==> config.mk <==
export PLATFORM = sky130hd
export DESIGN_NAME = code39_printer_raster_encoder
export DESIGN_NICKNAME = d
export VERILOG_FILES = /design/src/hw/rtl/c39_pkg.sv /design/src/hw/rtl/code39_printer_raster_encoder.sv /design/src/hw/rtl/c39_front.sv /design/src/hw/rtl/c39_fifo.sv /design/src/hw/rtl/c39_back.sv
export SDC_FILE = /design/constraint.sdc
export NUM_CORES = 1
export LEC_CHECK = 0
export ABC_AREA = 1
export BUFFER_PORTS_ARGS = -buffer_cell sky130_fd_sc_hd__buf_4
export CAP_MARGIN = 20
export CORE_MARGIN = 2
export CORE_UTILIZATION = 40
export CTS_CLUSTER_DIAMETER = 30
export DETAILED_ROUTE_END_ITERATION = 12
export HOLD_SLACK_MARGIN = 0.05
export PLACE_DENSITY_LB_ADDON = 0.12
export SLEW_MARGIN = 20
export SYNTH_ARGS = -nofsm -noshare
export SYNTH_HDL_FRONTEND = slang
export SYNTH_HIERARCHICAL = 1
export SYNTH_SLANG_ARGS = --single-unit
==> constraint.sdc <==
create_clock -name clk_i -period 4.05 [get_ports clk_i]
set_input_delay 0.2025 -clock clk_i [delete_from_list [all_inputs] [get_ports clk_i]]
set_output_delay 0.2025 -clock clk_i [all_outputs]
set_load 0.05 [all_outputs]
==> src/hw/rtl/c39_pkg.sv <==
// Shared types, constants and lookup functions for the Code 39 raster encoder.
// No dependencies; imported by every module of the block.
package c39_pkg;

  localparam int unsigned SymCount  = 44;
  localparam int unsigned ElemCount = 10;
  localparam int unsigned PrefixLen = 5;
  localparam int unsigned SuffixLen = 6;

  localparam logic [7:0] ByteBar    = 8'hFF;
  localparam logic [7:0] ByteSpace  = 8'h00;
  localparam logic [7:0] LaserBar   = 8'h7C;  // '|'
  localparam logic [7:0] LaserSpace = 8'h20;  // ' '
  localparam logic [7:0] ChEsc      = 8'd27;

  localparam logic [2:0] DotNarrow   = 3'd2;
  localparam logic [2:0] DotWide     = 3'd5;
  localparam logic [2:0] LaserNarrow = 3'd2;
  localparam logic [2:0] LaserWide   = 3'd4;
  localparam logic [2:0] EscRun      = 3'd1;

  localparam logic [5:0] StartStopIdx = 6'd0;

  typedef enum logic {
    MODE_DOT   = 1'b0,
    MODE_LASER = 1'b1
  } mode_e;

  typedef enum logic [2:0] {
    SEG_IDLE,
    SEG_PREFIX,
    SEG_START,
    SEG_CHAR,
    SEG_STOP,
    SEG_SUFFIX
  } seg_e;

  typedef struct packed {
    logic [7:0] char_code;
    logic       first_char;
    logic       last_char;
  } in_item_t;

  typedef struct packed {
    logic [7:0]  out_byte;
    logic [2:0]  repeat_count;
    logic [15:0] graphics_bytes;
    logic        run_last;
    logic        message_end;
  } out_item_t;

  typedef struct packed {
    logic       ok;
    logic [5:0] idx;
  } sym_t;

  // one classified character as queued between front and back
  typedef struct packed {
    logic       first;
    logic       last;
    logic       sym_ok;
    logic [5:0] sym_idx;
  } cmd_t;

  // element widths, MSB is element 0 (first bar); 1 = wide
  localparam logic [ElemCount-1:0] SymPat [SymCount] = '{
    10'b0100101000, 10'b0001101000, 10'b1001000010, 10'b0011000010,
    10'b1011000000, 10'b0001100010, 10'b1001100000, 10'b0011100000,
    10'b0001001010, 10'b1001001000, 10'b0011001000, 10'b1000010010,
    10'b0010010010, 10'b1010010000, 10'b0000110010, 10'b1000110000,
    10'b0010110000, 10'b0000011010, 10'b1000011000, 10'b0010011000,
    10'b0000111000, 10'b1000000110, 10'b0010000110, 10'b1010000100,
    10'b0000100110, 10'b1000100100, 10'b0010100100, 10'b0000001110,
    10'b1000001100, 10'b0010001100, 10'b0000101100, 10'b1100000010,
    10'b0110000010, 10'b1110000000, 10'b0100100010, 10'b1100100000,
    10'b0110100000, 10'b0100001010, 10'b1100001000, 10'b0110001000,
    10'b0101010000, 10'b0101000100, 10'b0100010100, 10'b0001010100
  };

  function automatic sym_t sym_lookup(input logic [7:0] ch);
    sym_t s;
    s.ok  = 1'b1;
    s.idx = '0;
    if (ch >= 8'h30 && ch <= 8'h39) begin
      s.idx = 6'(ch - 8'h30) + 6'd1;
    end else if (ch >= 8'h41 && ch <= 8'h5A) begin
      s.idx = 6'(ch - 8'h41) + 6'd11;
    end else begin
      case (ch)
        8'h2A:   s.idx = 6'd0;   // '*'
        8'h2D:   s.idx = 6'd37;  // '-'
        8'h2E:   s.idx = 6'd38;  // '.'
        8'h20:   s.idx = 6'd39;  // ' '
        8'h24:   s.idx = 6'd40;  // '$'
        8'h2F:   s.idx = 6'd41;  // '/'
        8'h2B:   s.idx = 6'd42;  // '+'
        8'h25:   s.idx = 6'd43;  // '%'
        default: s.ok  = 1'b0;
      endcase
    end
    return s;
  endfunction

  // laser spacing prefix: ESC & k 1 H
  function automatic logic [7:0] prefix_byte(input logic [2:0] i);
    logic [7:0] b;
    unique case (i)
      3'd0:    b = ChEsc;
      3'd1:    b = 8'h26;
      3'd2:    b = 8'h6B;
      3'd3:    b = 8'h31;
      3'd4:    b = 8'h48;
      default: b = 8'h00;
    endcase
    return b;
  endfunction

  // laser spacing suffix: ESC & k 1 0 H
  function automatic logic [7:0] suffix_byte(input logic [2:0] i);
    logic [7:0] b;
    unique case (i)
      3'd0:    b = ChEsc;
      3'd1:    b = 8'h26;
      3'd2:    b = 8'h6B;
      3'd3:    b = 8'h31;
      3'd4:    b = 8'h30;
      3'd5:    b = 8'h48;
      default: b = 8'h00;
    endcase
    return b;
  endfunction

endpackage

==> src/hw/rtl/code39_printer_raster_encoder.sv <==
// Code 39 barcode raster encoder.
// Input channel (in_valid_i / in_stall_o / in_data_i) takes one message
// character per beat with first/last flags. Output channel (out_valid_o /
// out_stall_i / out_data_o) gives one run per beat: a byte and its repeat
// count, the running dot-matrix byte total, and end-of-character and
// end-of-message flags. A character gives 10 runs, plus 10 for the start
// symbol and 10 for the stop symbol when flagged, plus 5 prefix and 6 suffix
// runs in laser mode; unknown characters give nothing of their own.
// The back end emits one run per cycle unless the output stalls. From an
// idle block, an accepted character passes the queue, the back-end state
// and the output register before its first run leaves; consecutive
// characters follow with no gap. A two-entry queue lets the front take
// new characters while the back end is busy; in_stall_o rises only when
// it is full. A stalled output holds its beat and freezes the back end.
// Write printer_mode (cfg_we_i / cfg_wdata_i) only while idle.
// Reset clears the mode to dot-matrix, the byte total and message state;
// no beat is in flight afterwards.
module code39_printer_raster_encoder #(
  parameter int unsigned COUNT_BITS = 16
) (
  input  logic               clk_i,
  input  logic               rst_ni,
  input  logic               cfg_we_i,
  input  logic               cfg_wdata_i,
  input  logic               in_valid_i,
  output logic               in_stall_o,
  input  c39_pkg::in_item_t  in_data_i,
  output logic               out_valid_o,
  input  logic               out_stall_i,
  output c39_pkg::out_item_t out_data_o
);
  import c39_pkg::*;

  mode_e mode_q, mode_d;
  logic  q_push, q_full, q_pop, q_valid;
  cmd_t  q_wdata, q_rdata;

  assign mode_d = cfg_we_i ? mode_e'(cfg_wdata_i) : mode_q;

  always_ff @(posedge clk_i or negedge rst_ni) begin
    if (!rst_ni) begin
      mode_q <= MODE_DOT;
    end else begin
      mode_q <= mode_d;
    end
  end

  c39_front u_front (
    .clk_i      (clk_i),
    .rst_ni     (rst_ni),
    .in_valid_i (in_valid_i),
    .in_stall_o (in_stall_o),
    .in_data_i  (in_data_i),
    .q_full_i   (q_full),
    .q_push_o   (q_push),
    .q_data_o   (q_wdata)
  );

  c39_fifo u_fifo (
    .clk_i       (clk_i),
    .rst_ni      (rst_ni),
    .push_i      (q_push),
    .push_data_i (q_wdata),
    .full_o      (q_full),
    .pop_i       (q_pop),
    .valid_o     (q_valid),
    .pop_data_o  (q_rdata)
  );

  c39_back #(
    .COUNT_BITS (COUNT_BITS)
  ) u_back (
    .clk_i       (clk_i),
    .rst_ni      (rst_ni),
    .mode_i      (mode_q),
    .q_valid_i   (q_valid),
    .q_data_i    (q_rdata),
    .q_pop_o     (q_pop),
    .out_valid_o (out_valid_o),
    .out_stall_i (out_stall_i),
    .out_data_o  (out_data_o)
  );

`ifndef NO_ASSERTIONS
  a_msg_end_is_run_last : assert property (@(posedge clk_i) disable iff (!rst_ni)
    out_valid_o && out_data_o.message_end |-> out_data_o.run_last)
    else $error("message_end without run_last");

  a_repeat_range : assert property (@(posedge clk_i) disable iff (!rst_ni)
    out_valid_o |-> out_data_o.repeat_count != 3'd0 && out_data_o.repeat_count <= 3'd5)
    else $error("repeat_count out of range");

  a_single_byte_escape : assert property (@(posedge clk_i) disable iff (!rst_ni)
    out_valid_o && out_data_o.repeat_count == 3'd1 |-> mode_q == MODE_LASER)
    else $error("single-byte run outside laser mode");
`endif

endmodule

==> src/hw/rtl/c39_front.sv <==
// Front end: accepts message characters, classifies them against the Code 39
// symbol set and tracks message framing. Depends on c39_pkg.
module c39_front (
  input  logic             clk_i,
  input  logic             rst_ni,
  input  logic             in_valid_i,
  output logic             in_stall_o,
  input  c39_pkg::in_item_t in_data_i,
  input  logic             q_full_i,
  output logic             q_push_o,
  output c39_pkg::cmd_t    q_data_o
);
  import c39_pkg::*;

  logic in_message_q, in_message_d;
  logic accept;
  logic first_eff;
  sym_t sym;

  assign in_stall_o = q_full_i;
  assign accept     = in_valid_i && !q_full_i;

  // a character outside a message opens one implicitly
  assign first_eff = in_data_i.first_char || !in_message_q;
  assign sym       = sym_lookup(in_data_i.char_code);

  assign q_data_o.first   = first_eff;
  assign q_data_o.last    = in_data_i.last_char;
  assign q_data_o.sym_ok  = sym.ok;
  assign q_data_o.sym_idx = sym.idx;

  // drop items that produce no runs
  assign q_push_o = accept && (first_eff || sym.ok || in_data_i.last_char);

  assign in_message_d = accept ? !in_data_i.last_char : in_message_q;

  always_ff @(posedge clk_i or negedge rst_ni) begin
    if (!rst_ni) begin
      in_message_q <= 1'b0;
    end else begin
      in_message_q <= in_message_d;
    end
  end

endmodule

==> src/hw/rtl/c39_fifo.sv <==
// Two-entry command queue between front and back end.
// Depends on c39_pkg for the command type.
module c39_fifo (
  input  logic          clk_i,
  input  logic          rst_ni,
  input  logic          push_i,
  input  c39_pkg::cmd_t push_data_i,
  output logic          full_o,
  input  logic          pop_i,
  output logic          valid_o,
  output c39_pkg::cmd_t pop_data_o
);
  import c39_pkg::*;

  localparam int unsigned Depth = 2;

  cmd_t       mem_q [Depth];
  logic       wr_ptr_q, wr_ptr_d;
  logic       rd_ptr_q, rd_ptr_d;
  logic [1:0] cnt_q, cnt_d;
  logic       do_push, do_pop;

  assign full_o     = cnt_q == 2'(Depth);
  assign valid_o    = cnt_q != 2'd0;
  assign pop_data_o = mem_q[rd_ptr_q];

  assign do_push = push_i && !full_o;
  assign do_pop  = pop_i && valid_o;

  always_comb begin
    wr_ptr_d = do_push ? !wr_ptr_q : wr_ptr_q;
    rd_ptr_d = do_pop ? !rd_ptr_q : rd_ptr_q;
    cnt_d    = cnt_q;
    if (do_push && !do_pop) begin
      cnt_d = cnt_q + 2'd1;
    end else if (do_pop && !do_push) begin
      cnt_d = cnt_q - 2'd1;
    end
  end

  always_ff @(posedge clk_i or negedge rst_ni) begin
    if (!rst_ni) begin
      wr_ptr_q <= 1'b0;
      rd_ptr_q <= 1'b0;
      cnt_q    <= '0;
    end else begin
      wr_ptr_q <= wr_ptr_d;
      rd_ptr_q <= rd_ptr_d;
      cnt_q    <= cnt_d;
    end
  end

  always_ff @(posedge clk_i) begin
    if (do_push) begin
      mem_q[wr_ptr_q] <= push_data_i;
    end
  end

endmodule

==> src/hw/rtl/c39_back.sv <==
// Back end: walks the segments of one queued character (prefix, start, symbol,
// stop, suffix), one run per cycle while the output is not stalled, keeps the
// graphics byte total and drives the output register. Depends on c39_pkg.
module c39_back #(
  parameter int unsigned COUNT_BITS = 16
) (
  input  logic               clk_i,
  input  logic               rst_ni,
  input  c39_pkg::mode_e     mode_i,
  input  logic               q_valid_i,
  input  c39_pkg::cmd_t      q_data_i,
  output logic               q_pop_o,
  output logic               out_valid_o,
  input  logic               out_stall_i,
  output c39_pkg::out_item_t out_data_o
);
  import c39_pkg::*;

  seg_e       seg_q, seg_d;
  logic [3:0] elem_q, elem_d;
  cmd_t       cur_q, cur_d;

  logic [COUNT_BITS-1:0] cnt_q, cnt_d, cnt_after;
  logic [COUNT_BITS:0]   cnt_sum;

  logic      out_valid_q, out_valid_d;
  out_item_t out_q, out_d;

  logic       active, out_free, fire, seg_end, item_done, load;
  seg_e       seg_nxt;
  logic [3:0] seg_last;

  logic [7:0]           run_byte;
  logic [2:0]           run_cnt;
  logic                 run_gfx;
  logic [5:0]           sym_idx;
  logic [ElemCount-1:0] pat;
  logic                 wide, bar;
  logic [15:0]          gfx_view;

  function automatic seg_e first_seg(input cmd_t c, input mode_e m);
    seg_e s;
    if (c.first) begin
      s = (m == MODE_LASER) ? SEG_PREFIX : SEG_START;
    end else if (c.sym_ok) begin
      s = SEG_CHAR;
    end else begin
      s = SEG_STOP;
    end
    return s;
  endfunction

  function automatic seg_e next_seg(input seg_e s, input cmd_t c, input mode_e m);
    seg_e n;
    unique case (s)
      SEG_PREFIX: n = SEG_START;
      SEG_START:  n = c.sym_ok ? SEG_CHAR : (c.last ? SEG_STOP : SEG_IDLE);
      SEG_CHAR:   n = c.last ? SEG_STOP : SEG_IDLE;
      SEG_STOP:   n = (m == MODE_LASER) ? SEG_SUFFIX : SEG_IDLE;
      default:    n = SEG_IDLE;
    endcase
    return n;
  endfunction

  assign active    = seg_q != SEG_IDLE;
  assign out_free  = !out_valid_q || !out_stall_i;
  assign fire      = active && out_free;
  assign seg_nxt   = next_seg(seg_q, cur_q, mode_i);
  assign seg_end   = elem_q == seg_last;
  assign item_done = fire && seg_end && seg_nxt == SEG_IDLE;
  // chain the next command in the cycle of the last run: no bubble
  assign load      = q_valid_i && (!active || item_done);
  assign q_pop_o   = load;

  // next state
  always_comb begin
    seg_d  = seg_q;
    elem_d = elem_q;
    cur_d  = cur_q;
    if (load) begin
      cur_d  = q_data_i;
      seg_d  = first_seg(q_data_i, mode_i);
      elem_d = '0;
    end else if (fire) begin
      if (seg_end) begin
        seg_d  = seg_nxt;
        elem_d = '0;
      end else begin
        elem_d = elem_q + 4'd1;
      end
    end
  end

  // run outputs for the current element
  always_comb begin
    sym_idx  = (seg_q == SEG_CHAR) ? cur_q.sym_idx : StartStopIdx;
    pat      = SymPat[sym_idx];
    wide     = pat[4'(ElemCount - 1) - elem_q];
    bar      = !elem_q[0];
    run_byte = ByteSpace;
    run_cnt  = EscRun;
    run_gfx  = 1'b0;
    seg_last = 4'(ElemCount - 1);
    unique case (seg_q)
      SEG_PREFIX: begin
        run_byte = prefix_byte(elem_q[2:0]);
        seg_last = 4'(PrefixLen - 1);
      end
      SEG_SUFFIX: begin
        run_byte = suffix_byte(elem_q[2:0]);
        seg_last = 4'(SuffixLen - 1);
      end
      SEG_START, SEG_CHAR, SEG_STOP: begin
        if (mode_i == MODE_LASER) begin
          run_byte = bar ? LaserBar : LaserSpace;
          run_cnt  = wide ? LaserWide : LaserNarrow;
        end else begin
          run_byte = bar ? ByteBar : ByteSpace;
          run_cnt  = wide ? DotWide : DotNarrow;
          run_gfx  = 1'b1;
        end
      end
      default: begin
        run_byte = ByteSpace;
      end
    endcase
  end

  // saturating data byte total
  assign cnt_sum   = {1'b0, cnt_q} + (COUNT_BITS + 1)'(run_cnt);
  assign cnt_after = !run_gfx ? cnt_q :
                     (cnt_sum[COUNT_BITS] ? '1 : cnt_sum[COUNT_BITS-1:0]);

  generate
    if (COUNT_BITS >= 16) begin : g_view_trunc
      assign gfx_view = cnt_after[15:0];
    end else begin : g_view_ext
      assign gfx_view = {{(16 - COUNT_BITS){1'b0}}, cnt_after};
    end
  endgenerate

  always_comb begin
    cnt_d = cnt_q;
    if (fire) begin
      cnt_d = cnt_after;
    end
    // a new message clears the total before its first run
    if (load && q_data_i.first) begin
      cnt_d = '0;
    end
  end

  always_comb begin
    out_d       = out_q;
    out_valid_d = out_valid_q;
    if (fire) begin
      out_valid_d          = 1'b1;
      out_d.out_byte       = run_byte;
      out_d.repeat_count   = run_cnt;
      out_d.graphics_bytes = gfx_view;
      out_d.run_last       = seg_end && seg_nxt == SEG_IDLE;
      out_d.message_end    = seg_end && seg_nxt == SEG_IDLE && cur_q.last;
    end else if (!out_stall_i) begin
      out_valid_d = 1'b0;
    end
  end

  always_ff @(posedge clk_i or negedge rst_ni) begin
    if (!rst_ni) begin
      seg_q       <= SEG_IDLE;
      elem_q      <= '0;
      cnt_q       <= '0;
      out_valid_q <= 1'b0;
    end else begin
      seg_q       <= seg_d;
      elem_q      <= elem_d;
      cnt_q       <= cnt_d;
      out_valid_q <= out_valid_d;
    end
  end

  always_ff @(posedge clk_i) begin
    cur_q <= cur_d;
    out_q <= out_d;
  end

  assign out_valid_o = out_valid_q;
  assign out_data_o  = out_q;

endmodule
==> results.json <==
{
  "final_nets": 787,
  "port_buffers": 46,
  "period_share_pct": 94.15,
  "grt_overflow": 0,
  "top_level_ports": 47,
  "startpoint_type": "register",
  "drv_slew": 0,
  "ys_types": 49,
  "final_cell_mix": "166 x nand2_1, 77 x inv_1, 67 x buf_4",
  "grt_pass1_vias": 4204,
  "mostFrequentLayoutCell": "nand2_1",
  "crit_arrival_ns": 4.08,
  "initial_core_util_pct": 41.10,
  "antenna_found_initial": 0,
  "drive_gt1_share_pct": 28.27,
  "grt_pass1_wl_um": 19950,
  "cpPeakStageDelay_ns": 0.46,
  "wl_per_cell_um": 13.43,
  "dpl_cell_area_mm2": 0.006246,
  "yosys_warnings": 6,
  "required_ns": 4.32,
  "worstSetupPathType": "reg -> reg",
  "synth_area_mm2": 0.005727,
  "maxCapViolCount": 0,
  "track_usage_pct": 16.64,
  "synth_edf_count": 55,
  "fin_ws_ns": 0.2369,
  "hold_slack_ns": 0.06687,
  "die_area_mm2": 0.01529,
  "cts_max_level": 3,
  "rsz0062_at_grt": "true",
  "syn_area_per_cell_um2": 8.434,
  "crit_family": "simple AND/OR/NAND/NOR gates",
  "worstPathBufferInverterCount": 3,
  "synth_area_leaders": "edfxtp_1 29%, dfrtp_1 13%, nand2_1 12%",
  "ys_seq_elements": 85,
  "worstMarginPinSlew_ns": 0.7276,
  "ys.flop_type": "edfxtp_1",
  "setup_viol": 0,
  "die_w_um": 123.7,
  "cts_buffers": 9,
  "finalCriticalPeriod_ns": 3.813,
  "nFillCells": 1339,
  "path_max_fanout": 5,
  "cts.clk_slew.worst_paths_ns": 0.06,
  "fmaxAchievable_ghz": 0.2623,
  "dr.first_iter.drc_count": 412,
  "first_pass_iters": 7,
  "syn-num-nets": 721,
  "finalPower_mw": 5.128,
  "synth_top_cell_area_share_pct": 28.84,
  "yosysTopAreaCell": "edfxtp_1",
  "leakage_nw": 3.214,
  "insertion_delay_ns": 0.34,
  "wl_um": 12490,
  "num_rows": 43,
  "vdd_drop_max_mv": 0.4674,
  "post-place-ws_ns": 0.09928,
  "hpwl_um": 9054,
  "ys_seq_area_share_pct": 41.95,
  "area_growth_syn_to_layout_pct": 18.94,
  "hold_path.class": "in -> reg",
  "finalWeightedCongestion": 0.9368,
  "tritoncts": "built",
  "relSlewSlack_pct": 51.32,
  "ant_nets": 0,
  "status": "finished, final reports clean",
  "antenna_cells": 0,
  "die_h_um": 123.7,
  "design_area_mm2": 0.006812,
  "placed_cells": 898,
  "coreArea_mm2": 0.01393,
  "grt_max_degree": 40,
  "end_kind": "register",
  "cts_sinks": 85,
  "fin_cells": 930,
  "drc": 0,
  "powerDensity_mw_per_mm2": 752.8,
  "async_flop_share_pct": 35.29,
  "vias": 4608,
  "avgViaCountPerCell": 4.955,
  "netlist_instances": 679,
  "hold_viol": 0,
  "clock_path_buffers": 2,
  "root_buffer": "clkbuf_16",
  "slowest_stage": "dfrtp_2",
  "skew_ns": 0.005102
}
-- routing by layer --
layer / GRT usage, % / wire length, um
met1: 22.11 / 5682
met2: 26.82 / 5915
met3: 4.121 / 708
met4: 5.114 / 184
met5: 0 / 0
-- worst paths after layout --
kind	from	to	slack [ns]	cells past startpoint
max reg2reg	u_back/seg_q[2]	u_back/cnt_q[11]	0.24	28
min	cfg_wdata_i	mode_q	0.07	3
max in group asynchronous	rst_ni	u_back/seg_q[0]	3.36	2
min reg2reg	u_fifo/wr_ptr_q	u_fifo/wr_ptr_q	0.50	2
min in group asynchronous	rst_ni	u_back/cnt_q[10]	0.34	2
max	u_back/seg_q[2]	u_back/cnt_q[11]	0.24	28
-- worst reg2reg max path, delay by kind of cell (launching register included) --
kind / cells / cell delay (ns)
buffers and inverters: 3 / 0.20
adder cells (fa/ha/maj): 3 / 0.63
AO/OA/AOI/OAI: 2 / 0.29
AND/OR/NAND/NOR: 20 / 2.16
flip-flops: 1 / 0.46
-- synth_stat cells, types with 9 or more instances --
cell type and instances:
o21ai_0 27, nand2_2 20, edfxtp_1 55, ha_1 25
o21ai_1 10, inv_2 9, a21oi_1 24, dfrtp_1 30
nand3_1 50, inv_1 83, nand3_2 15, nand2_1 176
nor2_1 46
-- cell families (layout without fill, tap and decap cells) --
family | after synthesis | in the layout | synth area share (%)
xor+xnor | 12 | 12 | 1.835
simple gates | 357 | 357 | 32.31
flops | 85 | 85 | 41.95
buf+inv | 114 | 185 | 8.958
compound gates | 85 | 85 | 9.133
fa+ha+maj | 26 | 26 | 5.812
-- where the power goes --
part           internal (mW)  total (mW)  switching, mW  leakage [nW]
logic                  0.859        2.73           1.87          2.18
registers               1.39        1.65          0.263         0.910
clock network          0.413       0.744          0.331         0.126
total                   2.66        5.13           2.46          3.21
-- registers in the layout (all words and copies together), names as in the netlist --
register / count
u_back/out_data_o: 29
u_fifo/mem_q: 18
u_back/cnt_q: 16
u_back/cur_q: 8
u_back/elem_q: 4
u_back/seg_q: 3
u_fifo/cnt_q: 2
mode_q: 1
u_back/out_valid_o: 1
u_fifo/rd_ptr_q: 1
u_fifo/wr_ptr_q: 1
u_front/in_message_q: 1
-- layout make-up --
type                       instances  area (um2)  area share (%)
clock buffer                      10       229.0           3.362
timing repair buffer              72       565.5           8.303
inverter                          97       381.6           5.603
tap                              180       225.2           3.306
sequential                        85        2406           35.32
multi-input combinational        480        2967           43.55
clock inverter                     6       37.54          0.5511
-- metrics by stage --
step	utilization, %	setup TNS (ns)
after floorplan	-	0
after global placement	44.82	0
after detailed placement	44.82	0
after CTS	46.88	0
after global routing	48.88	-0.1421
final	48.88	0
-- timing repair --
item                                   in CTS  in global routing
endpoints found under the hold margin      31                  0
gates resized for setup                     0                 49
setup endpoints to repair                   0                 32
setup buffers                               0                 14
hold buffers                                2                  0
No activity file was read; power rests on OpenSTA's default activity.
